File: src/design/fas_pkg.sv
// Shared constants and types for the truncating single-precision adder.
package fas_pkg;
  localparam int unsigned DataWidth = 32;
  localparam logic [7:0] ExpMax = 8'hFF;
  localparam logic [31:0] DefaultNan = 32'h7FC00000;
  localparam int unsigned PipeDepth = 4;

  typedef struct packed {
    logic [31:0] bits;
    logic        done;
  } special_t;

  // Leading-zero count of a 24-bit significand (24 when zero).
  function automatic logic [4:0] lzc24(input logic [23:0] m);
    logic [4:0] n;
    n = 5'd24;
    for (int i = 0; i < 24; i++) begin
      if (m[i]) begin
        n = 5'(23 - i);
      end
    end
    return n;
  endfunction
endpackage

File: src/design/float32_add_sub_truncating.sv
// Top level: four-stage pipelined truncating single-precision add/subtract.
// Throughput: one operation per cycle; busy is never raised.
// Stages: unpack/compare, align and add, leading-zero count, normalize and pack.
// Reset (rst, synchronous) clears the stage valid bits; no results follow reset.
// Results are shown for one cycle with done high; the receiver cannot stall.
module float32_add_sub_truncating
  import fas_pkg::*;
(
  input  logic                 clk,
  input  logic                 rst,
  input  logic                 start,
  output logic                 busy,
  input  logic [DataWidth-1:0] operand_a,
  input  logic [DataWidth-1:0] operand_b,
  input  logic                 operation,
  output logic                 done,
  output logic [DataWidth-1:0] sum_bits
);
  logic [PipeDepth-1:0] valid;
  logic accept;

  // stage 1
  logic [31:0] b_eff;
  special_t    special0;
  special_t    s1_special;
  logic        s1_sa, s1_sb;
  logic [23:0] s1_big, s1_small;
  logic [7:0]  s1_exp, s1_diff;

  // stage 2
  logic [24:0] sum_full;
  logic [23:0] small_shift;
  special_t    s2_special;
  logic        s2_sign, s2_sub;
  logic [24:0] s2_mant;
  logic [7:0]  s2_exp;

  // stage 3
  special_t    s3_special;
  logic        s3_sign, s3_sub;
  logic [24:0] s3_mant;
  logic [7:0]  s3_exp;
  logic [4:0]  s3_lz;

  logic [31:0] result_next;
  logic [9:0]  re;
  logic [23:0] norm;
  logic [4:0]  shamt;

  assign busy   = 1'b0;
  assign accept = start && !busy;
  assign done   = valid[PipeDepth-1];

  fas_special u_special (.a(operand_a[31:0]), .b(b_eff), .special(special0));

  always_comb begin
    b_eff = operand_b[31:0] ^ {operation, 31'b0};
  end

  always_ff @(posedge clk) begin
    if (rst) begin
      valid <= '0;
    end else begin
      valid <= {valid[PipeDepth-2:0], accept};
    end
  end

  // stage 1: order operands by exponent, then by mantissa when exponents match
  always_ff @(posedge clk) begin
    logic [23:0] ma, mb;
    logic        a_big;
    ma = {operand_a[30:23] != 8'd0, operand_a[22:0]};
    mb = {b_eff[30:23] != 8'd0, b_eff[22:0]};
    a_big = (operand_a[30:23] > b_eff[30:23]) ||
            ((operand_a[30:23] == b_eff[30:23]) && (ma >= mb));
    s1_special <= special0;
    s1_sa      <= a_big ? operand_a[31] : b_eff[31];
    s1_sb      <= a_big ? b_eff[31] : operand_a[31];
    s1_big     <= a_big ? ma : mb;
    s1_small   <= a_big ? mb : ma;
    s1_exp     <= a_big ? operand_a[30:23] : b_eff[30:23];
    s1_diff    <= a_big ? operand_a[30:23] - b_eff[30:23] : b_eff[30:23] - operand_a[30:23];
  end

  // stage 2: truncating align and add/subtract
  always_comb begin
    small_shift = (s1_diff >= 8'd32) ? 24'd0 : (s1_small >> s1_diff);
    if (s1_sa == s1_sb) begin
      sum_full = {1'b0, s1_big} + {1'b0, small_shift};
    end else begin
      sum_full = {1'b0, s1_big} - {1'b0, small_shift};
    end
  end

  always_ff @(posedge clk) begin
    s2_special <= s1_special;
    s2_sign    <= s1_sa;
    s2_sub     <= s1_sa != s1_sb;
    s2_mant    <= sum_full;
    s2_exp     <= s1_exp;
  end

  // stage 3: leading-zero count
  always_ff @(posedge clk) begin
    s3_special <= s2_special;
    s3_sign    <= s2_sign;
    s3_sub     <= s2_sub;
    s3_mant    <= s2_mant;
    s3_exp     <= s2_exp;
    s3_lz      <= lzc24(s2_mant[23:0]);
  end

  // stage 4: normalize, range check, pack
  always_comb begin
    result_next = '0;
    norm  = '0;
    shamt = '0;
    re    = {2'b0, s3_exp};
    if (s3_special.done) begin
      result_next = s3_special.bits;
    end else if (!s3_sub) begin
      if (s3_mant[24]) begin
        norm = s3_mant[24:1];
        re   = re + 10'd1;
      end else begin
        norm = s3_mant[23:0];
      end
      if (re >= 10'd255) result_next = {s3_sign, ExpMax, 23'b0};
      else if (re == 10'd0) result_next = {s3_sign, 31'b0};
      else result_next = {s3_sign, re[7:0], norm[22:0]};
    end else if (s3_mant[23:0] == '0) begin
      result_next = '0;
    end else begin
      // shift stops early when the exponent reaches zero
      shamt = ({5'b0, s3_lz} <= {2'b0, s3_exp}) ? s3_lz : s3_exp[4:0];
      norm  = s3_mant[23:0] << shamt;
      re    = {2'b0, s3_exp} - {5'b0, shamt};
      if (re == 10'd0) result_next = {s3_sign, 31'b0};
      else result_next = {s3_sign, re[7:0], norm[22:0]};
    end
  end

  always_ff @(posedge clk) begin
    sum_bits <= result_next;
  end

  assert property (@(posedge clk) disable iff (rst) accept |-> ##4 done)
    else $error("result strobe missing four cycles after start");
  assert property (@(posedge clk) disable iff (rst) done |-> $past(valid[PipeDepth-2]))
    else $error("done without a matching pipeline entry");
  assert property (@(posedge clk) busy == 1'b0)
    else $error("busy raised");
endmodule

File: src/design/fas_special.sv
// Special-operand classification: NaN, infinity and zero operands.
module fas_special
  import fas_pkg::*;
(
  input  logic [31:0] a,
  input  logic [31:0] b,
  output special_t    special
);
  logic a_nan, b_nan, a_inf, b_inf, a_zero, b_zero;

  always_comb begin
    a_nan  = (a[30:23] == ExpMax) && (a[22:0] != '0);
    b_nan  = (b[30:23] == ExpMax) && (b[22:0] != '0);
    a_inf  = (a[30:23] == ExpMax) && (a[22:0] == '0);
    b_inf  = (b[30:23] == ExpMax) && (b[22:0] == '0);
    a_zero = a[30:0] == '0;
    b_zero = b[30:0] == '0;
    special.done = 1'b1;
    special.bits = a;
    if (a_nan) begin
      special.bits = a;
    end else if (b_nan) begin
      special.bits = b;
    end else if (a_inf) begin
      special.bits = (b_inf && (a[31] != b[31])) ? DefaultNan : a;
    end else if (b_inf) begin
      special.bits = b;
    end else if (a_zero) begin
      special.bits = b;
    end else if (b_zero) begin
      special.bits = a;
    end else begin
      special.done = 1'b0;
    end
  end
endmodule
File: config.mk
export PLATFORM = sky130hd
export DESIGN_NAME = float32_add_sub_truncating
export DESIGN_NICKNAME = d
export VERILOG_FILES = /design/src/design/fas_pkg.sv /design/src/design/float32_add_sub_truncating.sv /design/src/design/fas_special.sv
export SDC_FILE = /design/constraint.sdc
export NUM_CORES = 1
export LEC_CHECK = 0
export BUFFER_PORTS_ARGS = -buffer_cell sky130_fd_sc_hd__buf_2
export CORE_ASPECT_RATIO = 0.8
export CORE_UTILIZATION = 55
export DETAILED_ROUTE_END_ITERATION = 12
export PLACE_DENSITY = 0.74
export RECOVER_POWER = 25
export SLEW_MARGIN = 20
export SYNTH_ARGS = -nofsm -noshare
export SYNTH_HDL_FRONTEND = slang
export SYNTH_SLANG_ARGS = --single-unit
File: constraint.sdc
create_clock -name clk -period 6.9 [get_ports clk]
set_input_delay 1.38 -clock clk [delete_from_list [all_inputs] [get_ports clk]]
set_output_delay 1.38 -clock clk [all_outputs]
set_load 0.02 [all_outputs]
Word level (Yosys, flattened, before mapping). Cells that the tools add are included.

Register bits: 276. Bits in latches: 0. Bits in writable memories: 0. Memory bits (read-only): 0. Input port bits: 68. Output and inout bits: 34. Memories kept: 0.

$add $sub $neg: 6. Multipliers: 0. Div/mod/pow operators: 0. $lt $le $gt $ge: 5. Equality and inequality tests: 6. Shift-type cells: 2. Muxes and demuxes: 49. Bitwise gates (word level): 1. Reductions and logical operators: 23.

Operators with widths (number): $mux W32 (9); $mux W31 (3); $mux W24 (3); $logic_not A31 Y1 (2); $logic_not A23 Y1 (2); $reduce_bool A23 Y1 (2); $mux W5 (8); $mux W4 (9); $xor A32 B32 Y32 (1); $add A24 B24 Y25 (1); $mux W25 (1); $sub A24 B24 Y25 (1); $ge A24 B24 Y1 (1); $logic_not A24 Y1 (1); $shl A24 B5 Y23 (1); $shr A24 B8 Y24 (1); $mux W23 (1); $logic_not A10 Y1 (2); $mux W10 (2); $eq A8 B8 Y1 const B (2); $mux W8 (2); $reduce_bool A8 Y1 (2); $reduce_or A16 Y1 (1); $sub A8 B8 Y8 (2); 19 further kinds (32).

Depth between registers and ports, before layout.
Depth after elaboration: 23. Gate-level depth with buffers: 21. Depth with buffers taken out: 19.

Hierarchy. A second synthesis with hierarchy kept.

Cells, all modules: 1458. Area, all modules: 14201.1 sq um.

Modules (own cells, without submodules): float32_add_sub_truncating (times used 1, cells an instance 1365, area each 13554.2 sq um, seq. area each 5525.3 sq um); fas_special (times used 1, cells an instance 93, area each 646.9 sq um, seq. area each 0.0 sq um).

Worst setup path after synthesis. No wires, ideal clock.

Kind: register -> register. Start point: register s3_exp[2]. End point: register sum_bits[14]. Arrival: 4.704 ns. Data required time: 6.780 ns. Slack: 2.076 ns. Cell stages (with the launch flop): 21. Path buffers: 3. Clock period less this slack: 4.824 ns. Cells stage by stage: dfxtp_1 > clkbuf_1 > inv_1 > ha_1 > nor2_1 > a211o_1 > a21oi_4 > mux2i_1 > inv_1 > buf_2 > fa_1 > nor2b_1 > o21ai_0 > a21boi_0 > a21oi_1 > a2111oi_0 > a41oi_1 > nand2_1 > clkbuf_1 > nor2_1 > o31a_1.

Cells in the longest elaborated chain, start to end: 9. Elaborated cells on any way between the ends: 17. Those cells by class: add/sub (2); order compare (2); shift (1); mux (10); reduce/logical (2).

Ends and longest elaborated chain: start: declaration (line float32_add_sub_truncating.sv:42) `logic [7:0] s3_exp;`; start signal: assignment (line float32_add_sub_truncating.sv:109) `s3_exp <= s2_exp;`; branches (longest 7 deep; another with $sub A8 B5 Y9); $mux W32 (*) (line float32_add_sub_truncating.sv:121) `end else if (!s3_sub) begin`; $mux W32 (*) (line float32_add_sub_truncating.sv:119) `if (s3_special.done) begin`; named net result_next[14] (line float32_add_sub_truncating.sv:45) `logic [31:0] result_next;`; end signal: assignment (line float32_add_sub_truncating.sv:144) `sum_bits <= result_next;`; end: declaration (line float32_add_sub_truncating.sv:17) `output logic [DataWidth-1:0] sum_bits`.

Mark *: on every way through the listed nets, which the timed path passes. The select of a mux whose other input is x is not followed. A chain may end at the register's enable or synchronous reset.

Worst setup path in the final report.
Start point: register s3_exp[1]. End point: register sum_bits[1].

The elaborated chain is that of the path after synthesis.

==> summary.md <==
| Metric | Value |
|---|---|
| Pwr per Cell Area | `430 nW/um^2` |
| Sequential fraction of the synthesis area | `0.394` |
| Share of layout cells above drive strength 1 | `0.153` |
| Gp weighted congestion | `0.989` |
| I/O pin total | `102` |
| Overall global routing resource usage | `0.301` |
| TritonCTS clock tree | `done` |
| Most used flip-flop cell after synthesis | `sky130_fd_sc_hd__dfxtp_1` |
| Detailed-router iteration count before antenna repair | `6` |
| Slew @ Worst Pin | `1.02 ns` |
| Count of synthesis-stage warnings from yosys | `0` |
| Post-synthesis register bit count | `276` |
| Fin Hold WS | `0.327 ns` |
| Mapped Cells | `1,464` |
| HPWL reported at the end of detailed placement | `30.8 mm` |
| Kind of start point of the critical path | `flip-flop` |
| Period utilisation layout | `0.875` |
| Count of filler cells inserted in the layout | `1,974` |
| Met2 capacity usage during global routing | `0.441` |
| RR Startpoint | `s3_exp[1]$_DFF_P_` |
| Antenna diodes | `0` |
| Resized Gates After CTS | `0` |
| Remaining number of nets flagged by the antenna check after routing | `0` |
| Total number of placement rows | `51` |
| Detailed Route Iter0 Violations | `1,240` |
| Clock transition at the registers of the reported paths | `0.06 ns` |
| Final setup violation count | `0` |
| Clock network latency to the later pin of the worst-skew pair | `0.54 ns` |
| Sink Count | `276` |
| Antenna violations before repair | `1` |
| Type of element capturing the critical path | `flip-flop` |
| Arrival time reported for the critical path endpoint | `6.52 ns` |
| Total wirelength of the detailed-routed design | `39.8 mm` |
| Headroom to the max-slew limit | `0.309` |
| Number of design rule violations left after detail routing | `0` |
| Global route hottest layer | `met1` |
| Crit path kind | `reg2reg` |
| Top cells by area in the synthesized netlist | `sky130_fd_sc_hd__dfxtp_1, sky130_fd_sc_hd__ha_1, sky130_fd_sc_hd__mux2i_1, sky130_fd_sc_hd__o21ai_0, sky130_fd_sc_hd__mux4_2` |
| Maximum fanout along the worst path | `19` |
| Synthesized area | `14,000 sq um` |
| Number of CTS-inserted buffers | `25` |
| Run status | `finished, final reports clean` |
| M1 GR Usage | `0.444` |
| CTS Root Buffer Type | `sky130_fd_sc_hd__clkbuf_16` |
| Pin count of the biggest net entering global routing | `78` |
| Max Cap Viol | `0` |
| Routed length per instance | `21.2 um` |
| Avg Inst Size Synth | `9.58 sq um` |
| Area inside the core boundary | `24,700 sq um` |
| Largest clock skew in the final design | `0.00967 ns` |
| Data required time at the worst endpoint | `7.38 ns` |
| Aggregate global routing overflow | `0` |
| Layout net count | `1,682` |
| Origin of the worst setup path | `s3_exp[1]$_DFF_P_` |
| Number of setup buffers added after CTS | `0` |
| Die footprint | `26,200 sq um` |
| Static leakage | `6.89 nW` |
| Post-synth net total | `1,611` |
| Leading area contributor after synthesis | `sky130_fd_sc_hd__dfxtp_1` |
| Die Width | `181 um` |
| RSZ-0062 raised after global routing | `false` |
| Count of hold buffers inserted by post-cts repair | `0` |
| Proportion of register bits with asynchronous set or reset after synthesis | `0` |
| Starting Density | `0.568` |
| Shortest clock period the worst path allows after layout | `6.03 ns` |
| Number of global-route vias before repair | `10,700` |
| Met3 track demand over resource in global routing | `0.0688` |
| Wire length of the first global-routing pass | `60.6 mm` |
| Vias per cell | `6.28` |
| Path type of the worst min-delay path | `reg2reg` |
| Port Buf Inserts | `100` |
| Layout area overhead | `11.7%` |
| Fraction of post-synthesis cell area in the top cell type by area | `0.394` |
| Die Y-Extent | `145 um` |
| Worst IR drop on VDD | `0.000226 V` |
| Highest clock rate | `166 MHz` |
| Final-layout setup total negative slack | `0 ns` |
| Max-slew violation total from the final report | `0` |
| Post-place setup slack | `1.06 ns` |
| Min-delay src | `s2_special[17]$_DFF_P_` |
| Number of levels in the clock H-tree | `1` |
| Final hold vios | `0` |
| Netlist cell types | `90` |
| Number of enable-type register cells in the synthesized netlist | `0` |
| Maximum number of buffers from clock root to sink | `3` |
| Via count | `11,800` |
| Slack of the critical path | `0.866 ns` |
==> through the flow <==
| stage | cells | total power, W | cell area, sq um | utilization |
|---|---|---|---|---|
| after floorplan | 1464 | 0.00434 | 14000 | - |
| after global placement | 1826 | 0.00507 | 14700 | 0.596 |
| after detailed placement | 1826 | 0.00510 | 14700 | 0.596 |
| after CTS | 1872 | 0.00667 | 15700 | 0.635 |
| after global routing | 1872 | 0.00707 | 15700 | 0.635 |
| final | 1872 | 0.00673 | 15700 | 0.635 |
==> critical path, stage by stage (launching register included) <==
cell and delay [ns]:
sky130_fd_sc_hd__dfxtp_1 0.52, sky130_fd_sc_hd__inv_1 0.16, sky130_fd_sc_hd__ha_1 0.33, sky130_fd_sc_hd__nand2b_1 0.06, sky130_fd_sc_hd__a211o_1 0.29, sky130_fd_sc_hd__a21oi_4 0.30, sky130_fd_sc_hd__mux2i_2 0.24, sky130_fd_sc_hd__buf_4 0.29
sky130_fd_sc_hd__inv_1 0.28, sky130_fd_sc_hd__fa_1 0.51, sky130_fd_sc_hd__nor2b_1 0.12, sky130_fd_sc_hd__o21ai_0 0.09, sky130_fd_sc_hd__a21boi_0 0.26, sky130_fd_sc_hd__nor3_1 0.10, sky130_fd_sc_hd__xnor2_1 0.17, sky130_fd_sc_hd__a41oi_1 0.85
sky130_fd_sc_hd__nand2_1 0.72, sky130_fd_sc_hd__o32ai_1 0.48, sky130_fd_sc_hd__mux2_2 0.21
==> cell usage in the layout (no fill, tap or decap), types with 67 or more instances in the layout <==
| cell type | count |
|---|---|
| sky130_fd_sc_hd__inv_1 | 72 |
| sky130_fd_sc_hd__ha_1 | 75 |
| sky130_fd_sc_hd__o21ai_0 | 95 |
| sky130_fd_sc_hd__mux2i_1 | 85 |
| sky130_fd_sc_hd__dfxtp_1 | 275 |
| sky130_fd_sc_hd__nand2_1 | 112 |
| sky130_fd_sc_hd__a21oi_1 | 67 |
| sky130_fd_sc_hd__nor2_1 | 74 |
| sky130_fd_sc_hd__buf_2 | 100 |
==> sequential cells by signal (all words and copies together) (netlist names), 4 cells and up <==
register / cells
s3_lz: 5
sum_bits: 32
s2_exp: 8
s3_exp: 8
s1_diff: 8
s1_special: 33
s3_mant: 25
s3_special: 33
s1_big: 24
valid: 4
s2_mant: 25
s1_exp: 8
s2_special: 33
s1_small: 24
==> synthesized netlist by cell type, types with 5 or more instances <==
master                        n
sky130_fd_sc_hd__dfxtp_1    276
sky130_fd_sc_hd__a31oi_1     20
sky130_fd_sc_hd__or3_1        6
sky130_fd_sc_hd__o31a_1      10
sky130_fd_sc_hd__nand2_1    112
sky130_fd_sc_hd__o31ai_1      8
sky130_fd_sc_hd__nand4_1     20
sky130_fd_sc_hd__o21ai_0     95
sky130_fd_sc_hd__nand2b_1    27
sky130_fd_sc_hd__nor3_1      29
sky130_fd_sc_hd__a22oi_1      8
sky130_fd_sc_hd__mux2_2      36
sky130_fd_sc_hd__buf_2       18
sky130_fd_sc_hd__and2_1       6
sky130_fd_sc_hd__a2bb2oi_1    5
sky130_fd_sc_hd__a221o_1      5
sky130_fd_sc_hd__a21oi_1     67
sky130_fd_sc_hd__o41ai_1      5
sky130_fd_sc_hd__o21bai_1     7
sky130_fd_sc_hd__a211oi_1    12
sky130_fd_sc_hd__nand3_1     13
sky130_fd_sc_hd__xor2_1      18
sky130_fd_sc_hd__xnor2_1     36
sky130_fd_sc_hd__o22a_1       9
sky130_fd_sc_hd__mux4_2      20
sky130_fd_sc_hd__o22ai_1     21
sky130_fd_sc_hd__inv_1       72
sky130_fd_sc_hd__o21a_1      18
sky130_fd_sc_hd__clkbuf_1    42
sky130_fd_sc_hd__nor2_1      74
sky130_fd_sc_hd__nor2b_1     19
sky130_fd_sc_hd__o221ai_1    17
sky130_fd_sc_hd__nor4_1      30
sky130_fd_sc_hd__mux2i_1     87
sky130_fd_sc_hd__a21o_1      28
sky130_fd_sc_hd__a221oi_1     9
sky130_fd_sc_hd__ha_1        75
sky130_fd_sc_hd__o21ai_1      5
==> cells by family (layout without fill, tap and decap cells) <==
group	after synthesis	count (layout)	synth area share
other cells	1	1	0.000267
buf+inv	143	233	0.0440
simple gates	368	368	0.133
compound gates	390	390	0.186
fa+ha+maj	79	79	0.0726
xor+xnor	54	54	0.0337
mux	153	153	0.137
flops	276	276	0.394
==> final timing paths <==
| kind | cells past startpoint | end | slack, ns |
|---|---|---|---|
| setup / recovery | 18 | sum_bits[1]$_DFF_P_ | 0.87 |
| hold reg to reg | 0 | s3_special[17]$_DFF_P_ | 0.33 |
| setup reg to reg | 18 | sum_bits[1]$_DFF_P_ | 0.87 |
| hold / removal | 0 | s3_special[17]$_DFF_P_ | 0.33 |
==> cell type report <==
cell class | count | area [sq um] | share of cell area
clock buffers | 31 | 698 | 0.0445
clock inverters | 15 | 254 | 0.0162
inverters | 74 | 278 | 0.0177
multi-input cells | 1045 | 7910 | 0.505
flip-flops and latches | 276 | 5530 | 0.353
well taps | 318 | 398 | 0.0254
repair buffers | 113 | 611 | 0.0390
==> layer usage <==
metal,part of all wire,routed length (um)
met1,0.46,18400
met3,0.11,4190
met5,0,0
met4,0.022,874
met2,0.41,16300
==> power by group <==
part / switching (W) / internal [W] / total (W)
registers: 0.000369 / 0.00197 / 0.00234
clock network: 0.000613 / 0.000953 / 0.00157
logic: 0.00162 / 0.00121 / 0.00283
No activity file was read; power rests on OpenSTA's default activity.
